**config.mk**
```make
export PLATFORM = sky130hd
export DESIGN_NAME = rfsp_fifo
export DESIGN_NICKNAME = d
export VERILOG_FILES = /design/src/rfsp_fifo.sv
export SDC_FILE = /design/constraint.sdc
export NUM_CORES = 1
export LEC_CHECK = 0
export BUFFER_PORTS_ARGS = -buffer_cell sky130_fd_sc_hd__buf_2
export CAP_MARGIN = 15
export CORE_UTILIZATION = 52
export DETAILED_ROUTE_END_ITERATION = 8
export PLACE_DENSITY_LB_ADDON = 0.08
export SKIP_CTS_REPAIR_TIMING = 1
export SYNTH_ARGS = -nofsm -noshare
export SYNTH_HDL_FRONTEND = slang
export SYNTH_SLANG_ARGS = --single-unit
```
**constraint.sdc**
```tcl
create_clock -name clk_i -period 2.4 [get_ports clk_i]
set_input_delay 0.24 -clock clk_i [delete_from_list [all_inputs] [get_ports clk_i]]
set_output_delay 0.24 -clock clk_i [all_outputs]
set_load 0.02 [all_outputs]
```
**src/rfsp_fifo.sv**
```systemverilog
// Small register-based FIFO used for the command and result queues.
// No dependencies.
module rfsp_fifo #(
  parameter int unsigned WIDTH = 8,
  parameter int unsigned DEPTH = 2,
  localparam int unsigned PW   = $clog2(DEPTH),
  localparam int unsigned CW   = $clog2(DEPTH + 1)
) (
  input  logic             clk_i,
  input  logic             rst_ni,
  input  logic             push_i,
  input  logic [WIDTH-1:0] wdata_i,
  output logic             full_o,
  input  logic             pop_i,
  output logic [WIDTH-1:0] rdata_o,
  output logic             empty_o
);

  logic [WIDTH-1:0] mem_q [DEPTH];
  logic [PW-1:0]    wr_ptr_q, wr_ptr_d;
  logic [PW-1:0]    rd_ptr_q, rd_ptr_d;
  logic [CW-1:0]    count_q, count_d;
  logic             do_push, do_pop;

  always_comb begin
    full_o   = (count_q == CW'(DEPTH));
    empty_o  = (count_q == '0);
    do_push  = push_i && !full_o;
    do_pop   = pop_i && !empty_o;
    wr_ptr_d = wr_ptr_q;
    rd_ptr_d = rd_ptr_q;
    if (do_push) begin
      wr_ptr_d = (wr_ptr_q == PW'(DEPTH - 1)) ? '0 : wr_ptr_q + 1'b1;
    end
    if (do_pop) begin
      rd_ptr_d = (rd_ptr_q == PW'(DEPTH - 1)) ? '0 : rd_ptr_q + 1'b1;
    end
    count_d = count_q + CW'(do_push) - CW'(do_pop);
  end

  always_ff @(posedge clk_i or negedge rst_ni) begin
    if (!rst_ni) begin
      wr_ptr_q <= '0;
      rd_ptr_q <= '0;
      count_q  <= '0;
    end else begin
      wr_ptr_q <= wr_ptr_d;
      rd_ptr_q <= rd_ptr_d;
      count_q  <= count_d;
    end
  end

  always_ff @(posedge clk_i) begin
    if (do_push) begin
      mem_q[wr_ptr_q] <= wdata_i;
    end
  end

  assign rdata_o = mem_q[rd_ptr_q];

`ifndef SYNTH
  a_count_up: assert property (@(posedge clk_i) disable iff (!rst_ni)
    (do_push && !do_pop) |=> (count_q == $past(count_q) + 1'b1))
    else $error("fifo count did not follow a lone push");
`endif

endmodule

```
==> metrics.md, run 1 <==
| Metric | Value |
|---|---|
| CP Capture Type | `primary output` |
| CTS tree | `yes` |
| Total GRT Usage | `0.160` |
| Status | `finished, final reports clean` |
| Routability Congestion | `about 0.65` |
| Clk slew on worst S/H paths | `~100 ps` |
| Proportion of layout cells with a drive suffix above 1 | `0.500` |
| Layout Nets | `83` |
| Synthesized area | `785 sq um` |
| MaxCap Viol Count | `0` |
| I/O Pins | `22` |
| CTS Buffer Depth | `2` |
| Initial Util | `0.581` |
| First-pass GRT wire length | `1600 microns` |
| DR vias | `between 400 and 500` |
| Startpoint Class | `flip-flop` |
| Syn nets | `57` |
| Gate Count Post-Synth | `43` |
| Register area share after synthesis | `0.740` |
| CP max stage cell | `dfrtp_1` |
| Final setup fails | `0` |
| Worst Tran Pin Value | `692 ps` |
| Clk sinks | `20` |
| Antenna Nets Post-Route | `0` |
| CTS root buf | `clkbuf_4` |
| Worst Path Buf+Inv | `1` |
| Final WS setup | `between 700 and 800 ps` |
| Yosys Warn Count | `0` |
| Post-Route Skew | `1.17 ps` |
| CP cell instances | `mux2_2 > buf_2` |
| Diode count | `0` |
| Period minus WS final | `1670 ps` |
| Final core occ | `0.691` |
| Die area | `approximately 1700 sq um` |
| DP Wirelength | `846 microns` |
| Final Cycle Share | `0.696` |
| DRC | `0` |
| Via/cell ratio | `a little over 5` |
| Seq cells post-synth | `20` |
| # H-tree levels | `1` |
| Critical Path RT | `between 2000 and 2500 ps` |
| Largest family of logic cells by synthesized area | `multiplexers` |
| Pre-CTS setup slack | `approximately 840 ps` |
| Vias in the first global route | `364` |
| Die Span Y | `roughly 40 microns` |
| Adder-Cell Fraction of Synth Area | `0.0319` |
| Core ar. | `1350 sq um` |
| Hold Path Class | `in2reg` |
| Synthesis-to-finish area growth | `19.0%` |
| Num CTS Buffers | `3` |
| Routed WL per cell | `roughly 14 microns` |
| Fmax | `~0.60 GHz` |
| Max incr delay on CP | `600 ps` |
| Pwr/cell area | `between 1000 and 1500 nW/um^2` |
| Unique masters post-synth | `14` |
| Setup repair after global routing missed its margin | `no` |
| Critical path peak fanout | `9` |
| Total grt overflow | `0` |
| Die width | `roughly 40 microns` |
| Static leakage | `about 0.00039 uW` |
| Post-Synth XOR/XNOR Area | `0.0447` |
| Final WL | `~1200 microns` |
| First drt pass iteration count | `4` |
| Max Slew Vio Count | `0` |
| IO Port Bufs | `21` |
| Largest net degree at the start of global routing | `12` |
| Compound-Gate Fraction of Synth Area | `0` |
| Post-Synth Simple-Gate Area | `0.0447` |
| Avg Cell Area, Syn | `between 15 and 20 sq um` |
| Clk_lat worst skew | `290 ps` |
| Initial DRC count | `10` |
| Rows | `13` |
| Rel. slew slack | `0.537` |
| Crit path DAT | `1430 ps` |
| Worst IR Drop VDD | `approximately 0.00065 V` |
| Initial antenna violation count | `0` |
| WS Path Type | `reg2out` |
| Final Hold Fails | `0` |
| Post-synthesis mux area share | `0.115` |
| Final setup TNS | `0 ps` |
| CP top delay family | `flip-flops` |
==> registers in the layout (all words and copies together), names as in the netlist <==
register,cells
mem_q,16
count_q,2
rd_ptr_q,1
wr_ptr_q,1
==> cell families (layout without fill, tap and decap cells) <==
family	Yosys count	count (layout)
DFF	20	20
adders and majority gates	2	2
xor gates and xnor gates	4	4
buffers and inverters	3	28
muxes	8	8
and+or+nand+nor	6	6
==> cell type report <==
class / instances / area [sq um]
Clock buffer: 3 / 22.5
Timing Repair Buffer: 22 / 115
Fill cell: 95 / 417
Tap cell: 15 / 18.8
Inverter: 2 / 7.51
Multi-Input combinational cell: 20 / 185
Sequential cell: 20 / 581
Clock inverter: 1 / 3.75
==> Yosys cell counts <==
master | number | area share
buf_6 | 1 | 0.014
ha_1 | 2 | 0.032
xor2_1 | 1 | 0.011
mux2_2 | 8 | 0.11
inv_1 | 2 | 0.0096
edfxtp_1 | 16 | 0.61
xnor2_1 | 3 | 0.033
nand2_1 | 1 | 0.0048
nand2b_1 | 1 | 0.0080
nor2b_2 | 1 | 0.011
nor2_1 | 1 | 0.0048
and3_1 | 1 | 0.0080
dfrtp_1 | 4 | 0.13
nor2_2 | 1 | 0.0080
==> report_power, final <==
group | internal, uW | total [uW] | switching, uW
clock network | 60.4 | 155 | 94.8
registers | 486 | 553 | 67.6
logic | 186 | 417 | 231
total | 732 | 1130 | 394
==> cells in the final DEF, fill, tap and decap left out, types with 2 or more instances in the layout <==
cell type / synthesis / routed
buf_2: 0 / 21
edfxtp_1: 16 / 16
mux2_2: 8 / 8
dfrtp_1: 4 / 4
xnor2_1: 3 / 3
clkbuf_4: 0 / 3
inv_1: 2 / 2
ha_1: 2 / 2
==> worst paths after layout <==
path / from / to / slack [ps] / cells after the start
setup / recovery: rd_ptr_q$_DFFE_PN0P_ / rdata_o[5] / 730 / 2
hold / removal: wdata_i[2] / mem_q[1][2]$_DFFE_PP_ / 130 / 1
min in group asynchronous: rst_ni / rd_ptr_q$_DFFE_PN0P_ / 270 / 2
setup reg to reg: count_q[0]$_DFF_PN0_ / mem_q[0][5]$_DFFE_PP_ / 850 / 3
hold reg to reg: wr_ptr_q$_DFFE_PN0N_ / wr_ptr_q$_DFFE_PN0N_ / 520 / 1
max in group asynchronous: rst_ni / count_q[0]$_DFF_PN0_ / 2000 / 2
==> through the flow <==
step / area, sq um / total power, uW / instances / hold WS [ps]
6_report: 933 / 1130 / 83 / 130
5_1_grt: 933 / 1190 / 83 / 114
4_1_cts: 923 / 1140 / 82 / -263
3_5_place_dp: 897 / 982 / 78 / 58.9
3_3_place_gp: 897 / 971 / 78 / 52.0
2_1_floorplan: 785 / 875 / 43 / -55.6
==> worst register-to-register path, stage by stage, from the launching register on <==
cell,delay (ps)
dfrtp_1,390
nand2b_1,150
nand2_1,110
nor2_1,550
==> per-layer routing <==
metal	up-vias	wire length [microns]	track usage
met2	14	580	0.258
met5	-	0	0
li1	212	-	-
met3	0	48	0.0489
met4	0	0	0.0500
met1	192	536	0.205
Power figures use the tool's default switching activity.
==> run 2, diff against run 1 <==
- CORE_UTILIZATION: 52 -> 48
- clock period: 2.4 -> 1.7 ns (I/O delays scaled with it)
==> metrics.md, run 2 (same netlist as run 1, synthesis figures left out) <==
| Metric | Value |
|---|---|
| Status | `finished, final reports clean` |
| WS Path Type | `reg2out` |
| CP cell instances | `mux2_2 > buf_2` |
| Critical Path RT | `1530 ps` |
| Period minus WS final | `roughly 1600 ps` |
| Worst Tran Pin Value | `about 390 ps` |
| Pre-CTS setup slack | `209 ps` |
| Via/cell ratio | `between 4 and 5` |
| Fin cells | `85` |
| Critical path peak fanout | `9` |
| Proportion of layout cells with a drive suffix above 1 | `0.507` |
| Final Cycle Share | `0.931` |
| Final setup TNS | `0 ps` |
| Post-Route Skew | `roughly 2.9 ps` |
| Crit path depth | `2` |
| Static leakage | `slightly below 0.0004 uW` |
| Initial Util | `0.515` |
| Clk_lat worst skew | `between 200 and 300 ps` |
| Routability Congestion | `slightly below 0.7` |
| Antenna Nets Post-Route | `0` |
| Worst reg2reg setup slack | `190 ps` |
| Dpl cell area | `a little over 900 sq um` |
| Initial antenna violation count | `0` |
| Total grt overflow | `0` |
| HP Start | `wdata_i[2]` |
| Vias in the first global route | `slightly above 400` |
| DP Cell Count | `80` |
| IO Port Bufs | `21` |
| Worst r2r dst | `count_q[1]$_DFF_PN0_` |
| I/O Pins | `22` |
| First drt pass iteration count | `3` |
| Biggest register | `mem_q` |
| Final Hold Fails | `0` |
| Startpoint Class | `flip-flop` |
| Die width | `42.4 microns` |
| Critical Path Source | `rd_ptr_q$_DFFE_PN0P_` |
| DRC | `0` |
| CTS root buf | `clkbuf_4` |
| Registers with the most flip-flops | `mem_q: 16 flops, count_q: 2 flops` |
| Final hold slack | `~66 ps` |
| Diode count | `0` |
| Die area | `~1800 sq um` |
| Worst Path Buf+Inv | `1` |
| Fmax | `around 0.63 GHz` |
| Final WS setup | `approximately 120 ps` |
| Worst R2R Start | `count_q[1]$_DFF_PN0_` |
| Layout Nets | `84` |
| Num CTS Buffers | `3` |
| Clk sinks | `20` |
| Pwr/cell area | `approximately 1700 nW/um^2` |
| Core ar. | `about 1500 sq um` |
| Hold Path Class | `in2reg` |
| Total GRT Usage | `0.136` |
| Clk slew on worst S/H paths | `about 100 ps` |
| DR vias | `418` |
| Largest net degree at the start of global routing | `12` |
| Max reg flops | `16` |
| CP top delay family | `flip-flops` |
| Rows | `14` |
| Final setup fails | `0` |
| Initial DRC count | `6` |
| Crit path DAT | `1410 ps` |
| Fin area | `942 sq um` |
| Die Span Y | `roughly 42 microns` |
| Final WL | `1060 microns` |
| Commonest non-fill, non-tap cell in the layout | `buf_2` |
| Most frequent cells in the layout | `buf_2 (21), edfxtp_1 (16), mux2_2 (8), dfrtp_1 (4)` |
| CP max stage cell | `dfrtp_1` |
| Setup repair after global routing missed its margin | `no` |
| MaxCap Viol Count | `0` |
| CP Capture Type | `primary output` |
| # H-tree levels | `1` |
| Max Slew Vio Count | `0` |
| Worst reg2reg path depth | `7` |
| Max incr delay on CP | `590 ps` |
| DP Wirelength | `between 700 and 800 microns` |
| CTS Buffer Depth | `2` |
| First-pass GRT wire length | `around 1700 microns` |
| Setup crit end | `rdata_o[5]` |
| Synthesis-to-finish area growth | `20.1%` |
| Routed WL per cell | `approximately 13 microns` |
| CTS tree | `yes` |
| Rel. slew slack | `0.740` |
| Worst IR Drop VDD | `~0.00086 V` |
[run 2: changes by cell type in the layout (fill, tap and decap cells not counted)]
cell,change
clkbuf_1,+1
buf_4,+1
clkinv_1,-1
[run 2: worst min-delay path by stage]
| stage | endpoint | slack [ps] | depth (start not counted) |
|---|---|---|---|
| 2_1_floorplan | count_q[0]$_DFF_PN0_ | -130 | 0 |
| 3_3_place_gp | count_q[1]$_DFF_PN0_ | -20 | 1 |
| 3_5_place_dp | count_q[1]$_DFF_PN0_ | -20 | 1 |
| 4_1_cts | count_q[1]$_DFF_PN0_ | -340 | 1 |
| 5_1_grt | mem_q[0][2]$_DFFE_PP_ | 50 | 1 |
| 6_report | mem_q[0][2]$_DFFE_PP_ | 70 | 1 |
[run 2: final cells by class]
cell class / count / area (sq um)
multi-input combinational: 20 / 185
fill: 120 / 582
clock buffer: 4 / 26.3
tap: 16 / 20.0
sequential: 20 / 581
inverter: 2 / 7.51
timing repair buffer: 23 / 123
[run 2: power by group]
group	switching (uW)	internal, uW	total, uW
Clock	127	91.0	218
Combinational	324	274	598
Sequential	93.7	685	778
[run 2: per-layer routing]
layer | track usage | up-vias | wire (microns)
met1 | 0.151 | 201 | 463
li1 | - | 206 | -
met5 | 0 | - | 0
met4 | 0.0750 | 0 | 10
met3 | 0.0259 | 2 | 32
met2 | 0.243 | 9 | 557
[run 2: stage by stage]
step,power (uW),util
after floorplan,1240,-
after global placement,1390,0.594
after detailed placement,1400,0.594
after CTS,1620,0.612
after global routing,1700,0.618
final,1590,0.618
