==> config.mk <==
export PLATFORM = sky130hd
export DESIGN_NAME = rfsp_front
export DESIGN_NICKNAME = d
export VERILOG_FILES = /design/src/rfsp_pkg.sv /design/src/rfsp_fifo.sv /design/src/rfsp_front.sv
export SDC_FILE = /design/constraint.sdc
export NUM_CORES = 1
export LEC_CHECK = 0
export BUFFER_PORTS_ARGS = -buffer_cell sky130_fd_sc_hd__buf_2
export CAP_MARGIN = 15
export CORE_MARGIN = 4
export CORE_UTILIZATION = 46
export CTS_CLUSTER_DIAMETER = 100
export CTS_CLUSTER_SIZE = 28
export DETAILED_ROUTE_END_ITERATION = 7
export GPL_ROUTABILITY_DRIVEN = 1
export MAX_ROUTING_LAYER = met4
export PLACE_DENSITY = 0.73
export SYNTH_ARGS = -nofsm -noshare
export SYNTH_HDL_FRONTEND = slang
export SYNTH_SLANG_ARGS = --single-unit
==> constraint.sdc <==
create_clock -name clk_i -period 2.2 [get_ports clk_i]
set_input_delay 0.33 -clock clk_i [delete_from_list [all_inputs] [get_ports clk_i]]
set_output_delay 0.33 -clock clk_i [all_outputs]
set_load 0.02 [all_outputs]
==> src/rfsp_pkg.sv <==
// Shared types, codes and constants for the rotated frame scan-out packer.
// No dependencies; rfsp_front, rfsp_back and the top level import this package.
package rfsp_pkg;

  localparam int unsigned OP_W     = 2;
  localparam int unsigned ADDR_W   = 17;
  localparam int unsigned DATA_W   = 8;
  localparam int unsigned NIB_W    = 4;
  localparam int unsigned PADDR_W  = 5;
  localparam int unsigned PDATA_W  = 32;
  localparam int unsigned REG_IDX_W = PADDR_W - 2;

  localparam int unsigned DEF_PANEL_WIDTH  = 640;
  localparam int unsigned DEF_PANEL_HEIGHT = 384;
  localparam int unsigned DEF_STORE_BYTES  = 131072;

  localparam int unsigned CMD_Q_DEPTH = 2;
  localparam int unsigned RES_Q_DEPTH = 2;

  // panel nibble for a set pixel at 1 bpp
  localparam logic [NIB_W-1:0] MONO_ON_NIBBLE = 4'h3;

  typedef enum logic [OP_W-1:0] {
    OP_WRITE   = 2'd0,
    OP_FETCH   = 2'd1,
    OP_RESTART = 2'd2
  } opcode_e;

  typedef enum logic [1:0] {
    CMD_WRITE   = 2'd0,
    CMD_FETCH   = 2'd1,
    CMD_RESTART = 2'd2
  } cmd_kind_e;

  typedef enum logic [1:0] {
    DEPTH_1BPP = 2'd0,
    DEPTH_2BPP = 2'd1,
    DEPTH_4BPP = 2'd2
  } depth_e;

  typedef enum logic [1:0] {
    ROT_0   = 2'd0,
    ROT_90  = 2'd1,
    ROT_180 = 2'd2,
    ROT_270 = 2'd3
  } rot_e;

  typedef enum logic [REG_IDX_W-1:0] {
    REG_PIXEL_DEPTH = 3'd0,
    REG_ROTATION    = 3'd1,
    REG_PALETTE_0   = 3'd2,
    REG_PALETTE_1   = 3'd3,
    REG_PALETTE_2   = 3'd4
  } reg_idx_e;

  typedef struct packed {
    logic [OP_W-1:0]   opcode;
    logic [ADDR_W-1:0] store_address;
    logic [DATA_W-1:0] store_data;
  } in_item_t;

  typedef struct packed {
    logic [DATA_W-1:0] panel_byte;
    logic              frame_end;
  } out_item_t;

  typedef struct packed {
    cmd_kind_e         kind;
    logic [ADDR_W-1:0] addr;
    logic [DATA_W-1:0] data;
  } cmd_t;

  typedef struct packed {
    logic [1:0]       pixel_depth;
    logic [1:0]       rotation;
    logic [NIB_W-1:0] palette_0;
    logic [NIB_W-1:0] palette_1;
    logic [NIB_W-1:0] palette_2;
  } cfg_t;

endpackage

==> src/rfsp_fifo.sv <==
// Small register-based FIFO used for the command and result queues.
// No dependencies.
module rfsp_fifo #(
  parameter int unsigned WIDTH = 8,
  parameter int unsigned DEPTH = 2,
  localparam int unsigned PW   = $clog2(DEPTH),
  localparam int unsigned CW   = $clog2(DEPTH + 1)
) (
  input  logic             clk_i,
  input  logic             rst_ni,
  input  logic             push_i,
  input  logic [WIDTH-1:0] wdata_i,
  output logic             full_o,
  input  logic             pop_i,
  output logic [WIDTH-1:0] rdata_o,
  output logic             empty_o
);

  logic [WIDTH-1:0] mem_q [DEPTH];
  logic [PW-1:0]    wr_ptr_q, wr_ptr_d;
  logic [PW-1:0]    rd_ptr_q, rd_ptr_d;
  logic [CW-1:0]    count_q, count_d;
  logic             do_push, do_pop;

  always_comb begin
    full_o   = (count_q == CW'(DEPTH));
    empty_o  = (count_q == '0);
    do_push  = push_i && !full_o;
    do_pop   = pop_i && !empty_o;
    wr_ptr_d = wr_ptr_q;
    rd_ptr_d = rd_ptr_q;
    if (do_push) begin
      wr_ptr_d = (wr_ptr_q == PW'(DEPTH - 1)) ? '0 : wr_ptr_q + 1'b1;
    end
    if (do_pop) begin
      rd_ptr_d = (rd_ptr_q == PW'(DEPTH - 1)) ? '0 : rd_ptr_q + 1'b1;
    end
    count_d = count_q + CW'(do_push) - CW'(do_pop);
  end

  always_ff @(posedge clk_i or negedge rst_ni) begin
    if (!rst_ni) begin
      wr_ptr_q <= '0;
      rd_ptr_q <= '0;
      count_q  <= '0;
    end else begin
      wr_ptr_q <= wr_ptr_d;
      rd_ptr_q <= rd_ptr_d;
      count_q  <= count_d;
    end
  end

  always_ff @(posedge clk_i) begin
    if (do_push) begin
      mem_q[wr_ptr_q] <= wdata_i;
    end
  end

  assign rdata_o = mem_q[rd_ptr_q];

`ifndef SYNTH
  a_count_up: assert property (@(posedge clk_i) disable iff (!rst_ni)
    (do_push && !do_pop) |=> (count_q == $past(count_q) + 1'b1))
    else $error("fifo count did not follow a lone push");
`endif

endmodule

==> src/rfsp_front.sv <==
// Front end: accepts input items, classifies them by opcode and queues commands.
// Depends on rfsp_pkg and rfsp_fifo.
module rfsp_front import rfsp_pkg::*; (
  input  logic     clk_i,
  input  logic     rst_ni,
  input  logic     push_i,
  input  in_item_t item_i,
  output logic     full_o,
  output cmd_t     cmd_o,
  output logic     cmd_valid_o,
  input  logic     cmd_pop_i
);

  cmd_t cmd;
  logic keep;
  logic q_empty;
  logic [$bits(cmd_t)-1:0] q_rdata;

  always_comb begin
    cmd.kind = CMD_WRITE;
    cmd.addr = item_i.store_address;
    cmd.data = item_i.store_data;
    keep     = 1'b0;
    unique case (item_i.opcode)
      OP_WRITE: begin
        cmd.kind = CMD_WRITE;
        keep     = 1'b1;
      end
      OP_FETCH: begin
        cmd.kind = CMD_FETCH;
        keep     = 1'b1;
      end
      OP_RESTART: begin
        cmd.kind = CMD_RESTART;
        keep     = 1'b1;
      end
      default: begin
        keep = 1'b0;
      end
    endcase
  end

  rfsp_fifo #(
    .WIDTH($bits(cmd_t)),
    .DEPTH(CMD_Q_DEPTH)
  ) u_cmd_q (
    .clk_i  (clk_i),
    .rst_ni (rst_ni),
    .push_i (push_i && keep),
    .wdata_i(cmd),
    .full_o (full_o),
    .pop_i  (cmd_pop_i),
    .rdata_o(q_rdata),
    .empty_o(q_empty)
  );

  assign cmd_o       = cmd_t'(q_rdata);
  assign cmd_valid_o = !q_empty;

endmodule

==> impl_metrics.env <==
export IMPL_cts_made_buffers=9
export IMPL_routabilityCongestion=0.656
export IMPL_fp_dieH_um=76.9
export IMPL_slowest_stage="dfrtp_1"
export IMPL_worstPathCellList="buf_12 > mux2_2 > buf_2"
export IMPL_buffer_ports_inserted=59
export IMPL_cts_clk_slew_worst_paths_ps=60
export IMPL_netlist_area_um2=2190
export IMPL_fmaxAchievable_ghz=0.503
export IMPL_initial_core_util_pct=48.9
export IMPL_detailedPlace_worstSlack_ps=547
export IMPL_clk_root_buffer_cell="clkbuf_8"
export IMPL_gr_total_overflow=0
export IMPL_avgSynthCellArea_um2=20.4
export IMPL_detail_route_first_pass_iterations=4
export IMPL_cp_data_required_time_ps=1870
export IMPL_fin_nets=212
export IMPL_drc_errors=0
export IMPL_final_core_utilization_pct=62.3
export IMPL_grt_first_pass_wirelength_mm=6.24
export IMPL_cp_slowest_stage_delay_ps=590
export IMPL_worst_slew_pin_transition_ps=406
export IMPL_number_of_pins_exceeding_their_max_slew_limit_in_the_final_report=0
export IMPL_first_global_vias=1296
export IMPL_setup_violations_final=0
export IMPL_grt_max_degree=21
export IMPL_synth_top_cell_area_share_pct=74.2
export IMPL_cpLargestDelayFamily="flip-flops"
export IMPL_cts_sinks=58
export IMPL_muxShareOfSynthArea_pct=13.9
export IMPL_grt_use_total_pct=14.6
export IMPL_synth_flop_cell="edfxtp_1"
export IMPL_met3_usage_pct=5.62
export IMPL_dpl_hpwl_mm=2.73
export IMPL_drive_gt1_share_pct=57.8
export IMPL_syn_num_nets=139
export IMPL_rows=24
export IMPL_clock_power_share_pct=26.9
export IMPL_finalHoldWorstSlack_ps=197
export IMPL_cts_htree_levels=3
export IMPL_max_clock_skew_ps=5.10
export IMPL_cp_arrival_ps=1660
export IMPL_gr_peak_layer="met2"
export IMPL_proportion_of_synthesized_chip_area_in_sequential_cells_pct=78.8
export IMPL_synth_top_family_by_area="multiplexers"
export IMPL_synth_xor_area_share_pct=2.00
export IMPL_fill_cells=339
export IMPL_netlist_top_cells_count="54 x edfxtp_1, 26 x mux2_2, 4 x dfrtp_1"
export IMPL_detail_route_vias_per_cell=4.90
export IMPL_ant_nets=0
export IMPL_drv_max_cap_violation_count=0
export IMPL_tritoncts="done"
export IMPL_synth_largest_area_cell="edfxtp_1"
export IMPL_yosys_warnings=0
export IMPL_vias=1161
export IMPL_crit_path_max_fanout=20
export IMPL_detail_route_iter0_violations=54
export IMPL_synth_edff_count=54
export IMPL_critical_path_startpoint_type="register"
export IMPL_place_detailed_instances=220
export IMPL_criticalPathCategory="register to output pin"
export IMPL_critPathBufInv=2
export IMPL_timing_hold_worst_class="input pin to register"
export IMPL_placeableCoreArea_um2=4470
export IMPL_post_drt_wl_per_cell_um=16.3
export IMPL_switching_share_pct=30.8
export IMPL_total_switching_power_w=0.00116
export IMPL_use_met2_pct=24.8
export IMPL_post_synth_main_area_contributors="edfxtp_1 74%, mux2_2 13%, dfrtp_1 4.6%"
export IMPL_synth_compound_gate_area_share_pct=0
export IMPL_vdd_ir_drop_worst_v=0.000821
export IMPL_area_delta_synth_final_pct=27.5
export IMPL_die_w_um=76.9
export IMPL_share_of_synthesized_registers_carrying_an_async_set_or_reset_pct=6.90
export IMPL_synth_ff_latch_count=58
export IMPL_post_layout_nonfiller_instances=237
export IMPL_synthCells=107
export IMPL_i_o_pin_count=60
export IMPL_synth_adder_area_share_pct=0.572
export IMPL_rsz0062_at_grt="false"
export IMPL_floorplan_die_area_um2=5920
export IMPL_final_min_clock_period_ps=1990
export IMPL_fin_crit_sh_pct=90.3
export IMPL_p_seq_share_pct=41.3
export IMPL_post_synthesis_share_of_cell_area_spent_on_and_or_nand_and_nor_gates_pct=2.69
export IMPL_groute_layer_met1_usage_pct=15.1
export IMPL_endpoint_class_of_the_critical_path="output pin"
export IMPL_hold_viol=0
export IMPL_clock_tree_buffer_depth=2
export IMPL_post_layout_worst_setup_margin_ps=214
export IMPL_library_cell_with_the_highest_instance_count_after_synthesis="edfxtp_1"
export IMPL_grt_antenna_before_repair=0
export IMPL_leakage_power_nw=1.09
export IMPL_power_density_nw_per_um2=1350
export IMPL_n_antenna_cell=0
export IMPL_comb_power_share_pct=31.8
export IMPL_insertion_delay_ps=320
export IMPL_status="finished, final reports clean"
export IMPL_synthDistinctLibCells=17
export IMPL_slew_headroom_pct=72.9
export IMPL_cell_internal_pwr_w=0.00261
export IMPL_route_final_wire_length_mm=3.86
[logic make-up (layout without fill, tap and decap cells)]
family        Yosys count  count (layout)
fa+ha+maj               1               1
xor+xnor                5               5
simple gates           10              10
mux                    27              27
buf+inv                 6              84
flops                  58              58
[through the flow]
stage | total power [W] | TNS (ps) | instance area, µm²
2_1_floorplan | 0.00242 | -2000 | 2190
3_3_place_gp | 0.00275 | 0 | 2570
3_5_place_dp | 0.00279 | 0 | 2570
4_1_cts | 0.00381 | 0 | 2790
5_1_grt | 0.00397 | 0 | 2790
6_report | 0.00376 | 0 | 2790
[layout make-up]
type                       count  area [µm²]  share of cell area (%)
sequential                    58        1720                    61.8
multi-input combinational     43         424                    15.2
timing repair buffer          65         355                    12.8
clock buffer                  10         128                    4.58
clock inverter                 6        81.3                    2.92
tap                           52        65.1                    2.33
inverter                       3        11.3                   0.404
[final timing paths]
kind | from | to | slack, ps | cells past startpoint
hold / removal | item_i[10] | u_cmd_q.mem_q[1][10] | 200 | 1
setup / recovery | u_cmd_q.rd_ptr_q | cmd_o[26] | 210 | 3
min in group asynchronous | rst_ni | u_cmd_q.count_q[0] | 350 | 2
hold reg to reg | u_cmd_q.wr_ptr_q | u_cmd_q.wr_ptr_q | 520 | 1
max in group asynchronous | rst_ni | u_cmd_q.rd_ptr_q | 1730 | 2
setup reg to reg | u_cmd_q.count_q[1] | u_cmd_q.count_q[1] | 630 | 5
[power by group through the flow]
| stage | combinational [W] | sequential (W) | clock (W) |
|---|---|---|---|
| finish | 0.00120 | 0.00155 | 0.00101 |
| global route | 0.00130 | 0.00157 | 0.00110 |
| CTS | 0.00123 | 0.00155 | 0.00103 |
| detailed placement | 0.00122 | 0.00158 | 0 |
| global placement | 0.00119 | 0.00156 | 0 |
| floorplan | 0.000892 | 0.00153 | 0 |
[registers in the layout, indices dropped and copies added, names as in the netlist]
name	flops
u_cmd_q.mem_q	54
u_cmd_q.count_q	2
u_cmd_q.rd_ptr_q	1
u_cmd_q.wr_ptr_q	1
[what timing repair did]
action	CTS	global route
hold buffers	1	0
buffers inserted	0	0
gates resized for setup	0	0
hold endpoints to repair	4	0
[layer usage]
metal	share of wire (%)	wire [µm]
met1	40	1560
met2	53	2050
met5	0	0
met3	5.4	209
met4	1.2	45
[placed cells by master (no fill, tap or decap)]
| cell | count |
|---|---|
| nand2b_1 | 1 |
| nor2_2 | 2 |
| mux2_1 | 1 |
| nand2_1 | 1 |
| or2_1 | 1 |
| bufinv_16 | 2 |
| buf_12 | 1 |
| xnor2_1 | 2 |
| dlygate4sd3_1 | 1 |
| ha_1 | 1 |
| nand4b_1 | 1 |
| clkbuf_1 | 1 |
| xor2_1 | 3 |
| nor2b_1 | 2 |
| mux2_2 | 26 |
| clkbuf_8 | 9 |
| and2_4 | 1 |
| edfxtp_1 | 54 |
| clkinvlp_4 | 1 |
| nand3_1 | 1 |
| clkinv_2 | 2 |
| clkinv_1 | 1 |
| inv_1 | 3 |
| dfrtp_1 | 4 |
| buf_2 | 59 |
| buf_4 | 4 |
No activity file was read; power rests on OpenSTA's default activity.
